--- src/sv/dkhc_pkg.sv ---
// Shared types and constants for the diagonal k-mer hit chainer.
`default_nettype none

package dkhc_pkg;

	// Configuration register indexes
	localparam int CFG_INDEX_W = 4;
	localparam logic [CFG_INDEX_W-1:0] CFG_KMER_LENGTH         = 4'd0;
	localparam logic [CFG_INDEX_W-1:0] CFG_CONNECT_DISTANCE    = 4'd1;
	localparam logic [CFG_INDEX_W-1:0] CFG_MIN_FRAGMENT_LENGTH = 4'd2;
	localparam logic [CFG_INDEX_W-1:0] CFG_QUERY_LENGTH        = 4'd3;

	// Register reset values
	localparam logic [6:0]  KMER_LENGTH_RST         = 7'd16;
	localparam logic [15:0] CONNECT_DISTANCE_RST    = 16'd100;
	localparam logic [31:0] MIN_FRAGMENT_LENGTH_RST = 32'd20;
	localparam logic [31:0] QUERY_LENGTH_RST        = 32'd0;

	// Identity scale (percent times 100) and quotient width
	localparam int          IDENT_SCALE_W = 14;
	localparam logic [13:0] IDENT_SCALE   = 14'd10000;
	localparam int          DIV_STEPS     = 16;

	// Fragment queue depth, power of two
	localparam int QUEUE_DEPTH = 4;

	typedef struct packed {
		logic signed [31:0] diagonal;
		logic [15:0]        subject_id;
		logic [31:0]        subject_pos;
		logic               reverse_strand;
		logic               group_last;
	} in_item_t;

	typedef struct packed {
		logic [31:0] query_start;
		logic [31:0] query_end;
		logic [15:0] out_subject_id;
		logic [31:0] subject_start;
		logic [31:0] subject_end;
		logic        out_reverse;
		logic [31:0] chain_score;
		logic [15:0] identity_x100;
	} out_item_t;

	typedef struct packed {
		logic [6:0]  kmer_length;
		logic [15:0] connect_distance;
		logic [31:0] min_fragment_length;
		logic [31:0] query_length;
	} cfg_t;

	typedef struct packed {
		logic empty;
		logic full;
	} q_status_t;

	typedef enum logic [2:0] {
		BK_IDLE,
		BK_MUL,
		BK_SCALE,
		BK_CHECK,
		BK_DIV,
		BK_DONE
	} back_state_t;

endpackage

`default_nettype wire

--- src/sv/dkhc_front.sv ---
// Front end: chains hits along diagonals and queues fragment candidates.
`default_nettype none

module dkhc_front
	import dkhc_pkg::*;
#(
	parameter int POS_BITS = 32,
	parameter int ENT_W = 2 * POS_BITS + 81
) (
	input  wire logic             clk,
	input  wire logic             arst_n,
	input  wire logic             accept,
	input  wire in_item_t         in_data,
	input  wire cfg_t             cfg,
	output logic                  push,
	output logic [ENT_W-1:0]      push_data
);

	logic                have_prev_q, chain_active_q;
	logic [1:0]          gc_q;
	logic [31:0]         prev_diag_q, chain_diag_q, score_q;
	logic [15:0]         prev_subj_q;
	logic [POS_BITS-1:0] prev_pos_q, chain_first_q, chain_last_q;

	logic                have_prev_n, active_n;
	logic [1:0]          gc_inc, gc_n;
	logic [31:0]         diag, diag_n, score_n;
	logic [POS_BITS-1:0] pos, first_n, last_n;
	logic                reach, link, emit_brk, emit_end;

	// Chain decision for the presented hit
	always_comb begin
		pos      = POS_BITS'(in_data.subject_pos);
		diag     = in_data.diagonal;
		reach    = ({1'b0, prev_pos_q} + (POS_BITS+1)'(cfg.connect_distance)) >= {1'b0, pos};
		link     = have_prev_q && (prev_diag_q == diag) &&
		           (prev_subj_q == in_data.subject_id) && reach;
		active_n = chain_active_q;
		diag_n   = chain_diag_q;
		first_n  = chain_first_q;
		last_n   = chain_last_q;
		score_n  = score_q;
		emit_brk = 1'b0;
		if (!have_prev_q) begin
			active_n = 1'b0;
			gc_inc   = 2'd1;
		end else begin
			gc_inc = (gc_q == 2'd3) ? 2'd3 : gc_q + 2'd1;
			if (link) begin
				last_n = pos;
				if (chain_active_q) begin
					if (score_q != '1) score_n = score_q + 32'd1;
				end else begin
					active_n = 1'b1;
					diag_n   = prev_diag_q;
					first_n  = prev_pos_q;
					score_n  = 32'd1;
				end
			end else if (chain_active_q) begin
				emit_brk = 1'b1;
				active_n = 1'b0;
			end
		end
		// End of group closes any open chain
		emit_end    = in_data.group_last && active_n;
		have_prev_n = !in_data.group_last;
		gc_n        = in_data.group_last ? 2'd0 : gc_inc;
		if (in_data.group_last) active_n = 1'b0;
	end

	// Candidate request; the back end applies the span test
	always_comb begin
		push = accept && (emit_brk || emit_end) && (gc_inc == 2'd3);
		if (emit_brk) begin
			push_data = {in_data.reverse_strand, prev_subj_q, score_q, chain_diag_q,
			             chain_last_q, chain_first_q};
		end else begin
			push_data = {in_data.reverse_strand, in_data.subject_id, score_n, diag_n,
			             last_n, first_n};
		end
	end

	// Control state
	always_ff @(posedge clk or negedge arst_n) begin
		if (!arst_n) begin
			have_prev_q    <= 1'b0;
			chain_active_q <= 1'b0;
			gc_q           <= 2'd0;
		end else if (accept) begin
			have_prev_q    <= have_prev_n;
			chain_active_q <= active_n;
			gc_q           <= gc_n;
		end
	end

	// Hit and chain payload
	always_ff @(posedge clk) begin
		if (accept) begin
			prev_diag_q   <= diag;
			prev_subj_q   <= in_data.subject_id;
			prev_pos_q    <= pos;
			chain_diag_q  <= diag_n;
			chain_first_q <= first_n;
			chain_last_q  <= last_n;
			score_q       <= score_n;
		end
	end

endmodule

`default_nettype wire

--- src/sv/dkhc_queue.sv ---
// Short FIFO of fragment candidates between front and back end.
`default_nettype none

module dkhc_queue
	import dkhc_pkg::*;
#(
	parameter int WIDTH = 145
) (
	input  wire logic             clk,
	input  wire logic             arst_n,
	input  wire logic             push,
	input  wire logic [WIDTH-1:0] push_data,
	input  wire logic             pop,
	output logic [WIDTH-1:0]      head,
	output q_status_t             status
);

	localparam int PTR_W = $clog2(QUEUE_DEPTH);

	logic [WIDTH-1:0] slot_q [QUEUE_DEPTH];
	logic [PTR_W-1:0] wr_ptr_q, rd_ptr_q;
	logic [PTR_W:0]   count_q;

	assign head         = slot_q[rd_ptr_q];
	assign status.empty = (count_q == '0);
	assign status.full  = (count_q == (PTR_W+1)'(QUEUE_DEPTH));

	// Pointers and fill level
	always_ff @(posedge clk or negedge arst_n) begin
		if (!arst_n) begin
			wr_ptr_q <= '0;
			rd_ptr_q <= '0;
			count_q  <= '0;
		end else begin
			if (push) wr_ptr_q <= wr_ptr_q + PTR_W'(1);
			if (pop)  rd_ptr_q <= rd_ptr_q + PTR_W'(1);
			case ({push, pop})
				2'b10:   count_q <= count_q + (PTR_W+1)'(1);
				2'b01:   count_q <= count_q - (PTR_W+1)'(1);
				default: count_q <= count_q;
			endcase
		end
	end

	// Storage
	always_ff @(posedge clk) begin
		if (push) slot_q[wr_ptr_q] <= push_data;
	end

endmodule

`default_nettype wire

--- src/sv/dkhc_back.sv ---
// Back end: span test, coordinates and identity division for each candidate.
`default_nettype none

module dkhc_back
	import dkhc_pkg::*;
#(
	parameter int POS_BITS = 32,
	parameter int ENT_W = 2 * POS_BITS + 81
) (
	input  wire logic             clk,
	input  wire logic             arst_n,
	input  wire logic [ENT_W-1:0] head,
	input  wire q_status_t        q_stat,
	input  wire cfg_t             cfg,
	output logic                  pop,
	input  wire logic             out_stall,
	output logic                  out_valid,
	output out_item_t             out_data
);

	localparam int CW     = ((POS_BITS > 32) ? POS_BITS : 32) + 2;
	localparam int DEN_W  = POS_BITS + 1;
	localparam int PROD_W = 32 + 7;
	localparam int NUM_W  = PROD_W + IDENT_SCALE_W;
	localparam int CMP_W  = (NUM_W > DEN_W + DIV_STEPS) ? NUM_W : DEN_W + DIV_STEPS;
	localparam int CNT_W  = $clog2(DIV_STEPS);

	back_state_t state_q, state_n;

	// Unpacked head entry
	logic                h_rev;
	logic [15:0]         h_subj;
	logic [31:0]         h_score, h_diag;
	logic [POS_BITS-1:0] h_last, h_first;
	assign {h_rev, h_subj, h_score, h_diag, h_last, h_first} = head;

	logic                rev_q;
	logic [15:0]         subj_q;
	logic [31:0]         score_q, diag_q;
	logic [POS_BITS-1:0] last_q, first_q;

	logic [PROD_W-1:0]   prod_q;
	logic [NUM_W-1:0]    num_q;
	logic [DEN_W-1:0]    denom_q;
	logic [CW-1:0]       ek_q, s1m_q;
	logic                pass_q;
	logic [31:0]         qs_q, qe_q, ss_q, se_q;
	logic [CMP_W-1:0]    rem_q, dvs_q;
	logic [DIV_STEPS-1:0] quo_q;
	logic [CNT_W-1:0]    cnt_q;
	logic                out_valid_q;
	out_item_t           out_q;

	logic [31:0]         s32, e32, k32;
	logic                sat, ge, out_free, out_load;

	assign s32      = 32'(first_q);
	assign e32      = 32'(last_q);
	assign k32      = 32'(cfg.kmer_length);
	assign sat      = CMP_W'(num_q) >= (CMP_W'(denom_q) << DIV_STEPS);
	assign ge       = rem_q >= dvs_q;
	assign out_free = !out_valid_q || !out_stall;

	// Next state
	always_comb begin
		state_n = state_q;
		case (state_q)
			BK_IDLE:  if (!q_stat.empty) state_n = BK_MUL;
			BK_MUL:   state_n = BK_SCALE;
			BK_SCALE: state_n = BK_CHECK;
			BK_CHECK: begin
				if (!pass_q)  state_n = BK_IDLE;
				else if (sat) state_n = BK_DONE;
				else          state_n = BK_DIV;
			end
			BK_DIV:   if (cnt_q == '0) state_n = BK_DONE;
			BK_DONE:  if (out_free) state_n = BK_IDLE;
			default:  state_n = BK_IDLE;
		endcase
	end

	// Control outputs
	always_comb begin
		pop      = (state_q == BK_IDLE) && !q_stat.empty;
		out_load = (state_q == BK_DONE) && out_free;
	end

	always_ff @(posedge clk or negedge arst_n) begin
		if (!arst_n) begin
			state_q     <= BK_IDLE;
			out_valid_q <= 1'b0;
		end else begin
			state_q <= state_n;
			if (out_load)       out_valid_q <= 1'b1;
			else if (!out_stall) out_valid_q <= 1'b0;
		end
	end

	// Datapath, one step per state
	always_ff @(posedge clk) begin
		case (state_q)
			BK_IDLE: begin
				if (pop) begin
					rev_q   <= h_rev;
					subj_q  <= h_subj;
					score_q <= h_score;
					diag_q  <= h_diag;
					last_q  <= h_last;
					first_q <= h_first;
				end
			end
			BK_MUL: begin
				prod_q  <= PROD_W'(score_q) * PROD_W'(cfg.kmer_length);
				ek_q    <= CW'(last_q) + CW'(cfg.kmer_length);
				s1m_q   <= CW'(first_q) + CW'(cfg.min_fragment_length) + CW'(1);
				denom_q <= DEN_W'(last_q) + DEN_W'(cfg.kmer_length) - DEN_W'(first_q)
				           + DEN_W'(1);
				if (rev_q) begin
					qs_q <= cfg.query_length - (diag_q + s32);
					qe_q <= cfg.query_length - (diag_q + e32) - k32 + 32'd1;
				end else begin
					qs_q <= diag_q + s32 + 32'd1;
					qe_q <= diag_q + e32 + k32;
				end
				ss_q <= s32 + 32'd1;
				se_q <= e32 + k32;
			end
			BK_SCALE: begin
				num_q  <= NUM_W'(prod_q) * NUM_W'(IDENT_SCALE);
				pass_q <= ek_q >= s1m_q;
			end
			BK_CHECK: begin
				rem_q <= CMP_W'(num_q);
				dvs_q <= CMP_W'(denom_q) << (DIV_STEPS - 1);
				quo_q <= sat ? '1 : '0;
				cnt_q <= CNT_W'(DIV_STEPS - 1);
			end
			BK_DIV: begin
				// Restoring division, one quotient bit per cycle
				if (ge) rem_q <= rem_q - dvs_q;
				quo_q <= {quo_q[DIV_STEPS-2:0], ge};
				dvs_q <= dvs_q >> 1;
				cnt_q <= cnt_q - CNT_W'(1);
			end
			BK_DONE: begin
				if (out_load) begin
					out_q.query_start    <= qs_q;
					out_q.query_end      <= qe_q;
					out_q.out_subject_id <= subj_q;
					out_q.subject_start  <= ss_q;
					out_q.subject_end    <= se_q;
					out_q.out_reverse    <= rev_q;
					out_q.chain_score    <= score_q;
					out_q.identity_x100  <= quo_q;
				end
			end
			default: begin
			end
		endcase
	end

	assign out_valid = out_valid_q;
	assign out_data  = out_q;

endmodule

`default_nettype wire

--- src/sv/diagonal_kmer_hit_chainer.sv ---
// Top level of the diagonal k-mer hit chainer.
// The front end takes one hit per cycle and links it to the previous hit of the
// same diagonal and subject; it stalls only while the four-entry fragment queue
// is full. Each queued chain end passes the back end through pop, multiply, scale
// and check, and stops there if its span is below the minimum; it goes on to output
// load if identity saturates, else after 16 divide steps; the serial identity
// divider sets the fragment rate. Fragments leave through an output register, so
// the back end starts the next candidate while a result waits. Configuration
// writes are always ready and take effect at once; write them only when idle.
`default_nettype none

module diagonal_kmer_hit_chainer
	import dkhc_pkg::*;
#(
	parameter int POS_BITS = 32
) (
	input  wire logic                   clk,
	input  wire logic                   arst_n,
	input  wire logic                   in_valid,
	output logic                        in_stall,
	input  wire in_item_t               in_data,
	output logic                        out_valid,
	input  wire logic                   out_stall,
	output out_item_t                   out_data,
	input  wire logic                   cfg_valid,
	output logic                        cfg_ready,
	input  wire logic [CFG_INDEX_W-1:0] cfg_index,
	input  wire logic [31:0]            cfg_data
);

	localparam int ENT_W = 2 * POS_BITS + 81;

	cfg_t             cfg_q;
	q_status_t        q_stat;
	logic             accept, push, pop;
	logic [ENT_W-1:0] push_data, head;

	assign cfg_ready = 1'b1;
	assign in_stall  = q_stat.full;
	assign accept    = in_valid && !in_stall;

	// Configuration registers
	always_ff @(posedge clk or negedge arst_n) begin
		if (!arst_n) begin
			cfg_q.kmer_length         <= KMER_LENGTH_RST;
			cfg_q.connect_distance    <= CONNECT_DISTANCE_RST;
			cfg_q.min_fragment_length <= MIN_FRAGMENT_LENGTH_RST;
			cfg_q.query_length        <= QUERY_LENGTH_RST;
		end else if (cfg_valid && cfg_ready) begin
			case (cfg_index)
				CFG_KMER_LENGTH:         cfg_q.kmer_length         <= cfg_data[6:0];
				CFG_CONNECT_DISTANCE:    cfg_q.connect_distance    <= cfg_data[15:0];
				CFG_MIN_FRAGMENT_LENGTH: cfg_q.min_fragment_length <= cfg_data;
				CFG_QUERY_LENGTH:        cfg_q.query_length        <= cfg_data;
				default: begin
				end
			endcase
		end
	end

	dkhc_front #(
		.POS_BITS (POS_BITS),
		.ENT_W    (ENT_W)
	) u_front (
		.clk       (clk),
		.arst_n    (arst_n),
		.accept    (accept),
		.in_data   (in_data),
		.cfg       (cfg_q),
		.push      (push),
		.push_data (push_data)
	);

	dkhc_queue #(
		.WIDTH (ENT_W)
	) u_queue (
		.clk       (clk),
		.arst_n    (arst_n),
		.push      (push),
		.push_data (push_data),
		.pop       (pop),
		.head      (head),
		.status    (q_stat)
	);

	dkhc_back #(
		.POS_BITS (POS_BITS),
		.ENT_W    (ENT_W)
	) u_back (
		.clk       (clk),
		.arst_n    (arst_n),
		.head      (head),
		.q_stat    (q_stat),
		.cfg       (cfg_q),
		.pop       (pop),
		.out_stall (out_stall),
		.out_valid (out_valid),
		.out_data  (out_data)
	);

endmodule

`default_nettype wire

--- config.mk ---
export PLATFORM = sky130hd
export DESIGN_NAME = diagonal_kmer_hit_chainer
export DESIGN_NICKNAME = d
export VERILOG_FILES = /design/src/sv/dkhc_pkg.sv /design/src/sv/dkhc_front.sv /design/src/sv/dkhc_queue.sv /design/src/sv/dkhc_back.sv /design/src/sv/diagonal_kmer_hit_chainer.sv
export SDC_FILE = /design/constraint.sdc
export NUM_CORES = 2
export LEC_CHECK = 0
export BUFFER_PORTS_ARGS = -buffer_cell sky130_fd_sc_hd__buf_2
export CORE_MARGIN = 4
export CORE_UTILIZATION = 51
export CTS_CLUSTER_DIAMETER = 80
export DETAILED_ROUTE_END_ITERATION = 12
export PLACE_DENSITY_LB_ADDON = 0.1
export SKIP_CTS_REPAIR_TIMING = 1
export SYNTH_ARGS = -nofsm -noshare
export SYNTH_HDL_FRONTEND = slang
export SYNTH_SLANG_ARGS = --single-unit
--- constraint.sdc ---
create_clock -name clk -period 22.4 [get_ports clk]
set_clock_uncertainty 0.2 [all_clocks]
set_input_delay 1.12 -clock clk [delete_from_list [all_inputs] [get_ports clk]]
set_output_delay 1.12 -clock clk [all_outputs]
set_load 0.05 [all_outputs]
==> reports/metrics.cfg <==
[logic_synthesis]
synth_top_area_cell=edfxtp_1
yosys_warnings=0
synthTopCellsByArea=edfxtp_1, ha_1, fa_1
ys.flop_type=edfxtp_1
synth_edf_count=1532
ys_seq_elements=1634
seq_area_frac_synth_pct=52.1
syn_area_sq_mm=0.0933
synth_area_per_cell_sq_um=12.4
synthCells=7524
synthDistinctLibCells=102
synth_top_area_share_pct=49.3
synthArstFlopShare_pct=6.24
synth_nets=8579

[route]
avgViaCountPerCell=5.73
vias=59600
first_pass_iters=5
drt_wl_total_um=241000
route.detailed.drc=0
ant_nets=0
post_drt_wl_per_cell_um=23.2
initialDrtViolationCount=5257

[floorplanning]
die_h_um=436
dieArea_sq_mm=0.190
core-area_sq_mm=0.181
placementRows=156
die_w_um=436
initial_core_util_pct=51.4
ios=319

[sta]
hold_viol=0
finalSetupTns_ns=0
clock.fmax_ghz=0.105
rsz0062_at_grt=no
worst_pin_slew_ns=1.20
relSlewSlack_pct=17.9
fin_crit_sh_pct=42.6
period_needed_ns=9.54
drv_slew=0
finalSetupViolCount=0

[placement]
dp_hpwl_um=181000
routabilityCongestion=0.919
port_buffers=317

[clocking]
clkSlewWorstSetupHoldPaths_ns=0.06
cts_sinks=1634
clock_latency_ns=0.84
clockBufferDepth=3
cts_buffers=177
cts_tree=yes
htree_num_levels=4
cts-root-buf=clkbuf_16

[worst_setup_path]
cp-end-kind=register
path_max_fanout=60
startpoint=u_front.prev_pos_q[1]
reg2reg_depth=26
r2r-start=u_front.prev_pos_q[1]
cp.arrival_ns=9.79
r2r_end=u_queue.slot_q[0][17]
cp.required_ns=22.65
critPathKind=reg -> reg
cp-endpoint=u_queue.slot_q[0][17]
critPathLaunchType=register
r2r_setup_slack_ns=12.86

[status]
status=finished clean

[global_routing]
track_usage_pct=25.2
grt_remaining_overflow=0
antenna_found_initial=30
grt_pass1_wl_um=365000
grt_pass1_vias=58600
grt_start_max_net_pins=108

[layout]
nNetsFinal=8935
syn_to_final_growth_pct=10.9
regArea_sq_mm=0.0486
nFillCells=14900
drive_above_1_share_pct=13.5
multi_input_area_sq_mm=0.0407

[job]
maxCapViolCount=0

[hold_path]
hold_class=in -> async

==> cells in the final DEF, fill, tap and decap left out, types with 145 or more instances in the layout <==
cell | Yosys | layout
edfxtp_1 | 1532 | 1532
inv_1 | 879 | 878
ha_1 | 656 | 656
nand2_1 | 651 | 650
o21ai_0 | 396 | 395
a21oi_1 | 355 | 354
xnor2_1 | 343 | 343
buf_2 | 11 | 316
fa_1 | 276 | 276
nor2_1 | 248 | 246
mux2_2 | 233 | 233
a21o_1 | 185 | 184
clkbuf_16 | 0 | 178
xor2_1 | 157 | 157
mux4_2 | 145 | 145
==> metal layers <==
metal	vias to the layer above	global-route usage [%]	part of all wire [%]
met5	-	0	0.019
met4	8	6.75	2.6
met3	360	3.80	5.7
met2	1656	39.4	45
met1	29600	37.0	46
li1	27900	-	-
==> area by class of cell <==
cell class / count / share of cell area [%]
Clock buffer: 209 / 4.43
Antenna cell: 6 / 0.0145
Clock inverter: 115 / 1.27
Multi-Input combinational cell: 4824 / 39.4
Tap cell: 2370 / 2.87
Inverter: 880 / 3.20
Timing Repair Buffer: 363 / 1.89
Sequential cell: 1634 / 46.9
==> logic make-up (layout without fill, tap and decap cells) <==
group,after synthesis,in the layout,share of synthesized area [%]
fa+ha+maj,932,932,14.7
mux,389,389,6.43
xor+xnor,501,501,4.71
other cells,1,7,0.00402
simple gates,1650,1650,8.62
compound gates,1351,1351,9.08
flops,1634,1634,52.1
buf+inv,1066,1567,4.34
==> cell usage after synthesis, types with 157 or more instances <==
cell and instances:
nor2_1 248, o21ai_0 396, ha_1 656, mux2_2 233, nand2_1 651, inv_1 879, edfxtp_1 1532, xnor2_1 343
fa_1 276, xor2_1 157, a21oi_1 355, a21o_1 185
==> how the worst min path moves through the flow <==
stage	from	slack, ns	end
2_1_floorplan	u_back.ss_q[19]	0.20	u_back.out_data[100]
3_3_place_gp	u_back.qs_q[31]	0.20	u_back.out_data[192]
3_5_place_dp	u_back.ss_q[26]	0.20	u_back.out_data[107]
4_1_cts	arst_n	-0.03	cfg_q[15]
5_1_grt	arst_n	0.02	cfg_q[47]
6_report	arst_n	0.04	cfg_q[47]
==> flip-flops by register name, summed over array words and instances (netlist names), 34 cells and up <==
| name | cells |
|---|---|
| u_back.out_data | 193 |
| u_back.rem_q | 53 |
| u_queue.slot_q | 580 |
| u_back.dvs_q | 48 |
| u_back.prod_q | 39 |
| u_back.s1m_q | 34 |
| cfg_q | 87 |
| u_back.num_q | 49 |
==> metrics by stage <==
stage               setup WS, ns  util (%)  hold WS [ns]  instances  cell area, sq um
detailed placement         12.78      53.8         0.205      10100             97500
finish                     12.86      57.1        0.0434      10400            103000
CTS                        12.72      57.0       -0.0254      10400            103000
global placement           12.80      53.8         0.201      10100             97500
floorplan                   5.06         -         0.200       7524             93300
global route               12.10      57.0        0.0162      10400            103000
==> worst max-delay path: stages (launching register included) <==
cell      delay, ns
edfxtp_1       0.43
ha_1           0.30
a21o_1         0.18
a21oi_1        0.22
nor2b_1        0.09
o21a_1         0.19
o41ai_1        0.70
o311ai_0       0.36
o211ai_1       0.35
o21bai_1       0.14
a41oi_1        0.71
and3b_1        0.27
xor2_1         0.14
ha_1           0.19
a21o_1         0.18
a21o_1         0.17
a21oi_1        0.24
o211ai_1       0.15
a21oi_1        0.13
a221oi_1       0.10
o22ai_1        0.21
a21o_4         0.57
mux2i_1        0.15
nor2_1         0.40
and2_4         0.63
buf_4          0.82
buf_4          0.78
Power is left out: the tool's default activity adds up to more than one toggle a clock period on the data nets, which glitch-free logic cannot reach.
